[config.mk]
export PLATFORM = sky130hd
export DESIGN_NAME = line_rasterizer
export DESIGN_NICKNAME = d
export VERILOG_FILES = /design/src/hw/rtl/lr_pkg.sv /design/src/hw/rtl/lr_ctrl.sv /design/src/hw/rtl/lr_datapath.sv /design/src/hw/rtl/line_rasterizer.sv
export SDC_FILE = /design/constraint.sdc
export NUM_CORES = 1
export LEC_CHECK = 0
export ABC_AREA = 1
export BUFFER_PORTS_ARGS = -buffer_cell sky130_fd_sc_hd__buf_2
export CORE_MARGIN = 1
export CORE_UTILIZATION = 25
export DETAILED_ROUTE_END_ITERATION = 10
export GPL_ROUTABILITY_DRIVEN = 0
export SYNTH_ARGS = -nofsm -noshare
export SYNTH_HDL_FRONTEND = slang
export SYNTH_SLANG_ARGS = --single-unit
[constraint.sdc]
create_clock -name clock -period 6.4 [get_ports clock]
set_input_delay 0.32 -clock clock [delete_from_list [all_inputs] [get_ports clock]]
set_output_delay 0.32 -clock clock [all_outputs]
set_load 0.005 [all_outputs]
[src/hw/rtl/lr_pkg.sv]
`default_nettype none

package lr_pkg;

   // Longest emitted run of pixels for one command; longer lines are cut off.
   localparam int MAX_PIXELS = 64;
   localparam int CNT_BITS   = $clog2(MAX_PIXELS);

   typedef enum logic [3:0] {
      ST_IDLE = 4'b0001,
      ST_DIFF = 4'b0010,
      ST_PLAN = 4'b0100,
      ST_RUN  = 4'b1000
   } lr_state_type;

   // Direction of one coordinate step
   typedef enum logic [1:0] {
      STEP_NONE = 2'b00,
      STEP_INC  = 2'b01,
      STEP_DEC  = 2'b10
   } step_type;

   typedef struct packed {
      logic load;   // capture endpoints
      logic diff;   // form spans and signs
      logic plan;   // pick start point, steps and decision terms
      logic step;   // emit current pixel, advance
   } lr_cmd_type;

   typedef struct packed {
      logic last_pixel;
   } lr_status_type;

endpackage

`default_nettype wire

[src/hw/rtl/lr_ctrl.sv]
`default_nettype none

module lr_ctrl
   import lr_pkg::*;
(
   input  wire logic          clock,
   input  wire logic          reset,
   input  wire logic          start,
   input  wire lr_status_type status,
   output lr_cmd_type         cmd,
   output logic               busy,
   output logic               rsp_valid
);

   lr_state_type state_ff, state_in;

   always_comb begin
      state_in = state_ff;
      cmd      = '0;
      case (state_ff)
         ST_IDLE: begin
            if (start) begin
               cmd.load = 1'b1;
               state_in = ST_DIFF;
            end
         end
         ST_DIFF: begin
            cmd.diff = 1'b1;
            state_in = ST_PLAN;
         end
         ST_PLAN: begin
            cmd.plan = 1'b1;
            state_in = ST_RUN;
         end
         ST_RUN: begin
            cmd.step = 1'b1;
            if (status.last_pixel) begin
               state_in = ST_IDLE;
            end
         end
         default: begin
            state_in = ST_IDLE;
         end
      endcase
   end

   always_ff @(posedge clock) begin
      if (reset) begin
         state_ff <= ST_IDLE;
      end else begin
         state_ff <= state_in;
      end
   end

   assign busy      = (state_ff != ST_IDLE);
   assign rsp_valid = (state_ff == ST_RUN);

endmodule

`default_nettype wire

[src/hw/rtl/lr_datapath.sv]
`default_nettype none

module lr_datapath
   import lr_pkg::*;
#(
   parameter int COORD_BITS = 12
)
(
   input  wire logic                         clock,
   input  wire lr_cmd_type                   cmd,
   input  wire logic signed [COORD_BITS-1:0] req_start_x,
   input  wire logic signed [COORD_BITS-1:0] req_start_y,
   input  wire logic signed [COORD_BITS-1:0] req_end_x,
   input  wire logic signed [COORD_BITS-1:0] req_end_y,
   output lr_status_type                     status,
   output logic signed [COORD_BITS-1:0]      rsp_pixel_x,
   output logic signed [COORD_BITS-1:0]      rsp_pixel_y
);

   localparam int W = COORD_BITS;
   localparam int D = COORD_BITS + 3;   // decision term width

   function automatic logic [W-1:0] step_val(input step_type code);
      logic [W-1:0] v;
      case (code)
         STEP_INC: v = W'(1);
         STEP_DEC: v = '1;
         default:  v = '0;
      endcase
      return v;
   endfunction

   // endpoints
   logic signed [W-1:0] x0_ff, y0_ff, x1_ff, y1_ff;
   // spans and signs
   logic [W-1:0] adx_ff, ady_ff, adx_in, ady_in;
   logic         dxneg_ff, dyneg_ff, xeq_ff, yeq_ff;
   logic         dxneg_in, dyneg_in, xeq_in, yeq_in;
   // walk state
   logic [W-1:0]        x_ff, y_ff, x_in, y_in;
   step_type            mx_ff, my_ff, nx_ff, ny_ff, mx_in, my_in, nx_in, ny_in;
   logic [W-1:0]        remain_ff, remain_in;
   logic [CNT_BITS-1:0] cnt_ff, cnt_in;
   logic signed [D-1:0] df_ff, df_in, pos_ff, pos_in, neg_ff, neg_in;

   logic signed [W:0] dxf, dxr, dyf, dyr;
   logic signed [D-1:0] adx_e, ady_e, sh_df, sh_pos, st_df, st_pos;
   logic                swap_x, swap_y, df_pos;

   // Span stage: subtract both ways, keep the non-negative one
   always_comb begin
      dxf      = {x1_ff[W-1], x1_ff} - {x0_ff[W-1], x0_ff};
      dxr      = {x0_ff[W-1], x0_ff} - {x1_ff[W-1], x1_ff};
      dyf      = {y1_ff[W-1], y1_ff} - {y0_ff[W-1], y0_ff};
      dyr      = {y0_ff[W-1], y0_ff} - {y1_ff[W-1], y1_ff};
      dxneg_in = dxf[W];
      dyneg_in = dyf[W];
      adx_in   = dxf[W] ? dxr[W-1:0] : dxf[W-1:0];
      ady_in   = dyf[W] ? dyr[W-1:0] : dyf[W-1:0];
      xeq_in   = (x0_ff == x1_ff);
      yeq_in   = (y0_ff == y1_ff);
   end

   // Plan stage: both slope classes computed side by side, then select
   always_comb begin
      adx_e  = $signed({3'b000, adx_ff});
      ady_e  = $signed({3'b000, ady_ff});
      sh_df  = (ady_e <<< 1) - adx_e;
      sh_pos = (ady_e - adx_e) <<< 1;
      st_df  = (adx_e <<< 1) - ady_e;
      st_pos = (adx_e - ady_e) <<< 1;
      swap_x = dxneg_ff;
      swap_y = dyneg_ff;

      x_in      = x_ff;
      y_in      = y_ff;
      mx_in     = mx_ff;
      my_in     = my_ff;
      nx_in     = nx_ff;
      ny_in     = ny_ff;
      remain_in = remain_ff;
      cnt_in    = cnt_ff;
      df_in     = df_ff;
      pos_in    = pos_ff;
      neg_in    = neg_ff;
      df_pos    = (df_ff > 0);

      if (cmd.plan) begin
         mx_in  = STEP_NONE;
         my_in  = STEP_NONE;
         nx_in  = STEP_NONE;
         ny_in  = STEP_NONE;
         cnt_in = '0;
         if (xeq_ff) begin
            // vertical: lower y upward
            x_in      = x0_ff;
            y_in      = dyneg_ff ? y1_ff : y0_ff;
            my_in     = STEP_INC;
            remain_in = ady_ff;
            df_in     = -ady_e;
            pos_in    = -(ady_e <<< 1);
            neg_in    = '0;
         end else if (yeq_ff) begin
            // horizontal: lower x rightward
            x_in      = dxneg_ff ? x1_ff : x0_ff;
            y_in      = y0_ff;
            mx_in     = STEP_INC;
            remain_in = adx_ff;
            df_in     = -adx_e;
            pos_in    = -(adx_e <<< 1);
            neg_in    = '0;
         end else if (adx_ff == ady_ff) begin
            // exact diagonal: from start point, minor steps every pixel
            x_in      = x0_ff;
            y_in      = y0_ff;
            mx_in     = dxneg_ff ? STEP_DEC : STEP_INC;
            ny_in     = dyneg_ff ? STEP_DEC : STEP_INC;
            remain_in = adx_ff;
            df_in     = adx_e;
            pos_in    = '0;
            neg_in    = adx_e <<< 1;
         end else if (adx_ff > ady_ff) begin
            // shallow: from lower-x end
            x_in      = swap_x ? x1_ff : x0_ff;
            y_in      = swap_x ? y1_ff : y0_ff;
            mx_in     = STEP_INC;
            ny_in     = (dxneg_ff ^ dyneg_ff) ? STEP_DEC : STEP_INC;
            remain_in = adx_ff;
            df_in     = sh_df;
            pos_in    = sh_pos;
            neg_in    = ady_e <<< 1;
         end else begin
            // steep: from lower-y end
            x_in      = swap_y ? x1_ff : x0_ff;
            y_in      = swap_y ? y1_ff : y0_ff;
            my_in     = STEP_INC;
            nx_in     = (dxneg_ff ^ dyneg_ff) ? STEP_DEC : STEP_INC;
            remain_in = ady_ff;
            df_in     = st_df;
            pos_in    = st_pos;
            neg_in    = adx_e <<< 1;
         end
      end else if (cmd.step) begin
         x_in      = x_ff + step_val(mx_ff) + (df_pos ? step_val(nx_ff) : '0);
         y_in      = y_ff + step_val(my_ff) + (df_pos ? step_val(ny_ff) : '0);
         df_in     = df_ff + (df_pos ? pos_ff : neg_ff);
         remain_in = remain_ff - W'(1);
         cnt_in    = cnt_ff + CNT_BITS'(1);
      end
   end

   always_ff @(posedge clock) begin
      if (cmd.load) begin
         x0_ff <= req_start_x;
         y0_ff <= req_start_y;
         x1_ff <= req_end_x;
         y1_ff <= req_end_y;
      end
      if (cmd.diff) begin
         adx_ff   <= adx_in;
         ady_ff   <= ady_in;
         dxneg_ff <= dxneg_in;
         dyneg_ff <= dyneg_in;
         xeq_ff   <= xeq_in;
         yeq_ff   <= yeq_in;
      end
      x_ff      <= x_in;
      y_ff      <= y_in;
      mx_ff     <= mx_in;
      my_ff     <= my_in;
      nx_ff     <= nx_in;
      ny_ff     <= ny_in;
      remain_ff <= remain_in;
      cnt_ff    <= cnt_in;
      df_ff     <= df_in;
      pos_ff    <= pos_in;
      neg_ff    <= neg_in;
   end

   assign status.last_pixel = (remain_ff == '0) || (cnt_ff == CNT_BITS'(MAX_PIXELS - 1));
   assign rsp_pixel_x       = x_ff;
   assign rsp_pixel_y       = y_ff;

endmodule

`default_nettype wire

[src/hw/rtl/line_rasterizer.sv]
// Line rasterizer: midpoint line walk, one pixel word per cycle.
// First pixel word: after the accepting edge the block passes through the span and plan
//   states, then shows the first pixel word.
// Each command: span and plan states, then a walk loop of up to 64 pixels that emits one
//   pixel per cycle; busy drops in the cycle after the last pixel word.
// The receiver cannot stall: each pixel word shows for exactly one cycle.
// Reset (synchronous, active high) returns the controller to idle; no other state.
`default_nettype none

module line_rasterizer
   import lr_pkg::*;
#(
   parameter int COORD_BITS = 12
)
(
   input  wire logic                         clock,
   input  wire logic                         reset,
   // command channel
   input  wire logic                         start,
   output logic                              busy,
   input  wire logic signed [COORD_BITS-1:0] req_start_x,
   input  wire logic signed [COORD_BITS-1:0] req_start_y,
   input  wire logic signed [COORD_BITS-1:0] req_end_x,
   input  wire logic signed [COORD_BITS-1:0] req_end_y,
   // pixel channel
   output logic                              rsp_valid,
   output logic signed [COORD_BITS-1:0]      rsp_pixel_x,
   output logic signed [COORD_BITS-1:0]      rsp_pixel_y,
   output logic                              rsp_last
);

   lr_cmd_type    cmd;
   lr_status_type status;

   // Controller: idle, span, plan, then walk until the last pixel.
   lr_ctrl u_ctrl (
      .clock     (clock),
      .reset     (reset),
      .start     (start),
      .status    (status),
      .cmd       (cmd),
      .busy      (busy),
      .rsp_valid (rsp_valid)
   );

   // Datapath: hold endpoints, form spans, pick the slope class, step the walk.
   lr_datapath #(
      .COORD_BITS (COORD_BITS)
   ) u_datapath (
      .clock       (clock),
      .cmd         (cmd),
      .req_start_x (req_start_x),
      .req_start_y (req_start_y),
      .req_end_x   (req_end_x),
      .req_end_y   (req_end_y),
      .status      (status),
      .rsp_pixel_x (rsp_pixel_x),
      .rsp_pixel_y (rsp_pixel_y)
   );

   // Mark the final word only while a pixel is shown.
   assign rsp_last = rsp_valid & status.last_pixel;

endmodule

`default_nettype wire

After elaboration in Yosys (flattened, before gate mapping)
Index checks and enable logic that the tools add are counted.

Flip-flop bits (word level): 175. Bits of input ports: 51.

$add $sub $neg: 19. Order comparisons: 2. Eq/ne operators: 19. Mux-type cells: 70. Bitwise operators: 2. Reductions and logical operators: 7.

Operators with widths (number): 12-bit two-way mux (34); 15-bit two-way mux (11); 12-bit one-hot mux with 2 select lines (4); 12-bit by 12-bit subtractor with 13-bit output (4); 12-bit adder (4); 12-bit == test (3); 12-bit negation with 15-bit output (2); 13-bit negation with 15-bit output (2); 13-bit by 12-bit subtractor with 14-bit output (2); 13-bit two-way mux (2); 12-bit subtractor (2); 4-bit one-hot mux with 4 select lines (1); 15-bit adder (1); 15-bit by 1-bit > comparator with 1-bit output (second input constant) (1); 12-bit > comparator (1); 12-bit logical NOT (1); 2-bit two-way mux (6); 12-bit by 1-bit subtractor with 12-bit output (second input constant) (1); 1-bit two-way mux (10); 2-bit by 1-bit == test with 1-bit output (second input constant) (4); 2-bit == test (second input constant) (4); 4-bit two-way mux (2); 6-bit by 1-bit adder with 6-bit output (second input constant) (1); 6-bit == test (second input constant) (1); 15 further kinds (15).

Logic depth before layout (Yosys ltp)
Gate-level depths: netlist of the first run.

Depth after elaboration: 8. Gate-level depth with buffers: 19. Depth with buffers taken out: 18.

Hierarchy
Synthesis of the first run repeated with hierarchy kept, for this count alone.

Cells, all modules: 2177. Area total of the unflattened synthesis: 15885.2 um2.

Modules (own cells, without submodules): lr_datapath (instances 1, cells an instance 2135, area an instance 15635.0 um2); lr_ctrl (instances 1, cells an instance 40, area an instance 242.7 um2); line_rasterizer (instances 1, cells an instance 2, area an instance 7.5 um2).

Least setup slack after synthesis of the first run
Ideal clock, no wire load.

Path type: register to register. Start: register u_datapath.df_ff[2]. End: register u_datapath.x_ff[9], in the netlist u_datapath.rsp_pixel_x[9], data pin. Setup time: 0.256 ns. Arrival time: 3.522 ns. Data required time: 6.144 ns. Path slack: 2.622 ns. Stages on the path, launching flop included: 20. Buffers on the path: 1. Period minus slack after synthesis: 3.778 ns. Cells stage by stage: edfxtp_1 > nor4_1 > nand4_1 > nand2_1 > buf_2 > nor2_1 > fa_1 > ha_1 > inv_1 > fa_1 > inv_1 > nand2_1 > o21ai_0 > nand2_1 > nand2_1 > a21oi_1 > o21ai_0 > a21oi_1 > o21ai_0 > nand2_1.

Longest elaborated chain between the ends: 5.

Ends and longest elaborated chain: start: declaration (RTL line lr_datapath.sv:44) `logic signed [D-1:0] df_ff, df_in, pos_ff, pos_in, neg_ff, neg_in;`; start signal: assignment (RTL line lr_datapath.sv:175) `df_ff <= df_in;`; 15-bit by 1-bit > comparator with 1-bit output (RTL line lr_datapath.sv:86) `df_pos = (df_ff > 0);`; 12-bit two-way mux (RTL line lr_datapath.sv:144) `x_in = x_ff + step_val(mx_ff) + (df_pos ? step_val(nx_ff) : '0);`; 12-bit adder (RTL line lr_datapath.sv:144); 12-bit two-way mux (RTL line lr_datapath.sv:143) `end else if (cmd.step) begin`; 12-bit two-way mux (RTL line lr_datapath.sv:88) `if (cmd.plan) begin`; named net u_datapath.x_in[9] (RTL line lr_datapath.sv:40) `logic [W-1:0] x_ff, y_ff, x_in, y_in;`; end signal: assignment (RTL line lr_datapath.sv:167) `x_ff <= x_in;`; end: declaration (RTL line lr_datapath.sv:40).

The timed path passes the listed nets, and every way through them passes these cells. The select of a mux whose other input is x is not followed. A chain may end at the register's enable or synchronous reset.

Final worst setup path of the first run
Ends and elaborated chain as after synthesis.

==> flow_metrics.tcl, run 1 <==
set metrics [dict create \
    period_needed_ns 4.36 \
    synth_edf_count 160 \
    report.final.slew_viol_count 0 \
    antenna_found_initial 0 \
    use_met3_pct 2.18 \
    start_kind "flip-flop" \
    syn-cell-area_um2 15900 \
    setup_viol 0 \
    start_util_pct 25.2 \
    grt_pass1_vias 13800 \
    area_delta_synth_final_pct 11.8 \
    dr.pass1.iters 6 \
    instances_no_fill 3060 \
    maxCapViolCount 0 \
    post-route-period-util_pct 68.1 \
    avgRoutedWirePerCell_um 16.0 \
    use_met1_pct 20.6 \
    postCtsHoldBufs 0 \
    worstPathMaxFanout 12 \
    avgSynthCellArea_um2 7.33 \
    drive_above_1_share_pct 8.54 \
    yosysSeqAreaShare_pct 31.5 \
    hold_violations 0 \
    synthFlopType "edfxtp_1" \
    drc_errors 0 \
    cts_tree "built" \
    final_common_cell "nand2_1" \
    tightest_slew_ns 1.09 \
    die_width_um 254 \
    fillCellCount 6866 \
    drtIter0Drc 1365 \
    worst-setup-path-type "flip-flop to flip-flop" \
    synth-seq-cells 170 \
    syn_inst 2165 \
    fmax_mhz 230 \
    status "finished clean" \
    ios 78 \
    grt_pass1_wl_um 75900 \
    hold_class "primary input to flip-flop" \
    synth_nets 2372 \
    post_cts_resized 0 \
    ys_types 58 \
    tns_ns 0 \
    cts_sinks 170 \
    grt.total_usage_pct 15.1 \
    dp_cells 3028 \
    multiInputGateArea_um2 9530 \
    vias 14700 \
    seqCellArea_um2 5000 \
    via_per_inst 4.81 \
    diodes 0 \
    htree_levels 4 \
    p_per_area_nw_per_um2 186 \
    p_leak_nw 8.08 \
    globalRouteOverflowTotal 0 \
    grt_start_max_net_pins 57 \
    root_buffer "clkbuf_16" \
    synth_warnings 0 \
    use_met2_pct 24.1 \
    rsz0062_at_grt "false" \
    crit_arrival_ns 4.56 \
    hpwl_um 37100 \
    rows 92 \
    coreArea_um2 63000 \
    placement.io_buffers 77 \
    max-vdd-ir-drop_mv 0.215 \
    async_reset_ff_share_pct 0 \
    fin_skew_ns 0.0153 \
    cts_buffers 17 \
    cts_post_setup_buffers_inserted 0 \
    cts_buffer_depth 2 \
    routed_wl_um 48900 \
    slew_headroom_pct 27.4 \
    mostFrequentLayoutCells "nand2_1, inv_1, a21oi_1" \
    finalNetCount 2408 \
    dieArea_um2 64500 \
    top_usage_layer "met2" \
    clock_latency_ns 0.46 \
    clkTransAtPathRegs_ns 0.07 \
    crit_path_end_kind "flip-flop" \
    dieHeight_um 254 \
    required_ns 6.60 \
    antenna_left 0 \
]
[through the flow]
step	instance area [µm²]	setup slack, ns	power, mW	hold WS (ns)	utilization [%]
final	17800	2.04	3.31	0.0318	28.2
after global routing	17800	1.57	3.47	0.00916	28.2
after CTS	17800	2.04	3.32	0.0101	28.2
after detailed placement	17100	2.10	2.15	0.479	27.2
after global placement	17100	2.14	2.14	0.471	27.2
after floorplan	15900	2.62	1.93	0.389	-
[cell type report]
cell class | instances | share of cell area (%)
multi-input cells | 1651 | 53.6
flip-flops and latches | 170 | 28.2
well taps | 846 | 5.96
inverters | 268 | 5.66
repair buffers | 93 | 2.85
clock buffers | 19 | 2.49
clock inverters | 13 | 1.20
[layer usage]
metal,part of all wire (%),vias to the layer above,routed length [µm]
li1,-,7356,-
met1,46,6776,22500
met2,44,515,21800
met3,6.5,85,3170
met4,3.0,0,1490
met5,0,-,0
[kinds of logic after synthesis]
| logic type | after synthesis | share of synthesized area, % |
|---|---|---|
| AO/OA/AOI/OAI | 470 | 16.4 |
| XOR/XNOR | 72 | 3.97 |
| adder cells (fa/ha/maj) | 156 | 13.4 |
| buffers and inverters | 344 | 8.61 |
| flip-flops | 170 | 31.5 |
| multiplexers | 12 | 0.843 |
| AND/OR/NAND/NOR | 941 | 25.3 |
[where the power goes]
part | internal (mW) | leakage, nW | total, mW | switching (mW)
registers | 1.28 | 1.55 | 1.33 | 0.0476
logic | 0.268 | 6.22 | 0.806 | 0.538
clock network | 0.707 | 0.315 | 1.17 | 0.464
total | 2.26 | 8.08 | 3.31 | 1.05
[registers in the layout, summed over array words and instances (netlist names), 6 cells and up]
name                    cells
u_datapath.y0_ff           12
u_datapath.y1_ff           12
u_datapath.cnt_ff           6
u_datapath.remain_ff       12
u_datapath.x1_ff           12
u_datapath.pos_ff          14
u_datapath.rsp_pixel_y     12
u_datapath.df_ff           15
u_datapath.x0_ff           12
u_datapath.ady_ff          12
u_datapath.adx_ff          12
u_datapath.neg_ff          12
u_datapath.rsp_pixel_x     12
[cell usage after synthesis (all sizes together) (13+ instances only)]
cell	number	area share [%]
nor3	26	0.85
ha	133	10
buf	37	1.3
xnor2	19	1.0
nand3	143	4.6
o211ai	27	1.4
a21oi	196	6.3
inv	267	6.3
nor2	154	3.9
clkbuf	39	0.94
o21ai	193	6.1
edfxtp	160	30
o21bai	13	0.61
nand2	565	14
fa	23	2.9
nand4	26	1.2
xor2	53	2.9
[final timing paths]
| path | slack [ns] | from | cells after the start | to |
|---|---|---|---|---|
| max | 2.04 | u_datapath.df_ff[2] | 19 | u_datapath.rsp_pixel_x[9] |
| min | 0.03 | req_end_y[2] | 1 | u_datapath.y1_ff[2] |
| max reg2reg | 2.04 | u_datapath.df_ff[2] | 19 | u_datapath.rsp_pixel_x[9] |
| min reg2reg | 0.48 | u_datapath.cnt_ff[5] | 2 | u_datapath.cnt_ff[5] |
[critical path: stages, from the launching register on]
cell	delay, ns
edfxtp_1	0.42
nor4_1	0.40
nand4_1	0.17
nand2_1	0.50
nor2_1	0.10
buf_4	0.23
fa_1	0.50
ha_1	0.22
inv_1	0.07
fa_1	0.40
inv_1	0.09
nand2_1	0.06
o21ai_0	0.19
nand2_1	0.09
nand2_1	0.08
a21oi_1	0.09
o21ai_0	0.21
a21oi_1	0.09
o21ai_0	0.09
nand2_1	0.08
(Power assumes the default switching activity.)
==> run 2, diff against run 1 <==
==> constraint.sdc (replaced) <==
create_clock -name clock -period 3.5 [get_ports clock]
set_input_delay 0.175 -clock clock [delete_from_list [all_inputs] [get_ports clock]]
set_output_delay 0.175 -clock clock [all_outputs]
set_load 0.005 [all_outputs]
==> run 2 against run 1 <==
Global-route usage is 0.35 points higher. Power is 76% higher. Clock skew is 0.0015 ns lower. Critical path type unchanged. Non-clock buffer count is 122 higher. Via count is 3.7% higher. Cell count is 4.0% higher. The run now ends with design-rule violations left. Sequential power is 83% higher. Wire length is 2.7% higher. Clock-buffer cell count is 2 lower. Register-to-register slack worse by 2.0 ns. Critical path depth stayed put.
==> flow_metrics.tcl, run 2 (same netlist as run 1, synthesis figures left out) <==
set metrics [dict create \
    instances_no_fill 3182 \
    clkTransAtPathRegs_ns 0.08 \
    drive_above_1_share_pct 12.2 \
    rsz0062_at_grt "true" \
    placement.io_buffers 77 \
    layout_setup_ws_ns 0.0851 \
    status "finished with violations" \
    placed_cell_area_um2 17700 \
    fmax_mhz 293 \
    maxCapViolCount 0 \
    cts_tree "built" \
    antenna_found_initial 0 \
    setup_viol 0 \
    final_common_cell "nand2_1" \
    globalRouteOverflowTotal 0 \
    worstPathMaxFanout 3 \
    period_needed_ns 3.41 \
    report.final.slew_viol_count 0 \
    worst-setup-path-type "flip-flop to flip-flop" \
    start_kind "flip-flop" \
    dr.pass1.iters 9 \
    violations "design-rule violations" \
    routed_wl_um 50300 \
    antenna_left 0 \
    top_regs "u_datapath.df_ff (15), u_datapath.pos_ff (14)" \
    clock_latency_ns 0.46 \
    hold_class "primary input to flip-flop" \
    area_delta_synth_final_pct 18.8 \
    p_per_area_nw_per_um2 309 \
    max-vdd-ir-drop_mv 0.449 \
    root_buffer "clkbuf_16" \
    grt_pass1_wl_um 78000 \
    cts_buffer_depth 2 \
    crit_path_end_kind "flip-flop" \
    whs_ns 0.0361 \
    grt_pass1_vias 13900 \
    critPathLaunch "u_datapath.df_ff[2]" \
    largest_register_ffs 15 \
    diodes 0 \
    place_ws_ns -0.0992 \
    mostFrequentLayoutCells "nand2_1, inv_1, a21oi_1" \
    grt.total_usage_pct 15.5 \
    dp_cells 3097 \
    hold_violations 0 \
    ios 78 \
    dieHeight_um 254 \
    hpwl_um 39000 \
    cts_buffers 17 \
    vias 15300 \
    postLayoutCellArea_um2 18900 \
    die_width_um 254 \
    drc_errors 1 \
    r2r_start "u_datapath.df_ff[2]" \
    largest-register "u_datapath.df_ff" \
    via_per_inst 4.80 \
    cts_sinks 170 \
    post-route-period-util_pct 97.6 \
    start_util_pct 25.2 \
    avgRoutedWirePerCell_um 15.8 \
    rows 92 \
    p_leak_nw 8.62 \
    dieArea_um2 64500 \
    crit_arrival_ns 3.63 \
    hp-start "start" \
    tightest_slew_ns 1.04 \
    drtIter0Drc 1326 \
    coreArea_um2 63000 \
    finalPower_mw 5.83 \
    grt_start_max_net_pins 93 \
    fin_skew_ns 0.0138 \
    slew_headroom_pct 30.8 \
    required_ns 3.71 \
    htree_levels 4 \
    finalNetCount 2530 \
]
## run 2: timing repair
item,4_1_cts,5_1_grt
resized for setup,4,30
hold endpoints to repair,52,0
hold buffers,49,0
setup buffers,0,4
pin swaps,1,8
endpoints found under the setup margin,2,14
## run 2: area by class of cell
class,count,area [µm²]
sequential,170,5000
fill,6760,44100
timing repair buffer,215,1600
inverter,268,1010
multi-input combinational,1651,9630
clock buffer,17,425
clock inverter,15,136
tap,846,1060
## run 2: per-stage QoR
step	TNS [ns]	util, %
5_1_grt	-0.953	30.0
6_report	0	30.0
3_5_place_dp	-0.0992	28.1
3_3_place_gp	-0.0154	28.1
2_1_floorplan	0	-
4_1_cts	0	29.8
## run 2: power breakdown
part	switching (mW)	total (mW)	internal [mW]
Sequential	0.0782	2.43	2.35
Clock	0.921	1.85	0.931
Combinational	0.991	1.55	0.556
Total	1.99	5.83	3.83
## run 2: metal layers
layer | GRT usage (%) | vias up | share of wire (%)
li1 | - | 7588 | -
met1 | 20.7 | 7095 | 46
met2 | 26.0 | 523 | 47
met3 | 2.04 | 65 | 5.4
met4 | 4.20 | 0 | 2.1
met5 | 0 | - | 0
## run 2: final timing paths
path / end / slack, ns / cells after the start
max: u_datapath.rsp_pixel_x[9] / 0.09 / 19
min: u_ctrl.state_ff[1] / 0.04 / 3
max reg2reg: u_datapath.rsp_pixel_x[9] / 0.09 / 19
min reg2reg: u_datapath.cnt_ff[0] / 0.49 / 2
## run 2: worst max-delay path, cell delays in order, from the launching register on
cell	delay, ns
edfxtp_1	0.41
nor4_2	0.30
buf_4	0.15
nand4_1	0.13
nand2_2	0.20
nor2_4	0.07
fa_1	0.49
ha_2	0.18
inv_2	0.04
fa_2	0.34
inv_2	0.07
nand2_2	0.05
o21ai_2	0.16
nand2_2	0.07
nand2_2	0.08
a21oi_4	0.07
o21ai_2	0.13
a21oi_1	0.07
o21ai_1	0.09
nand2_1	0.06
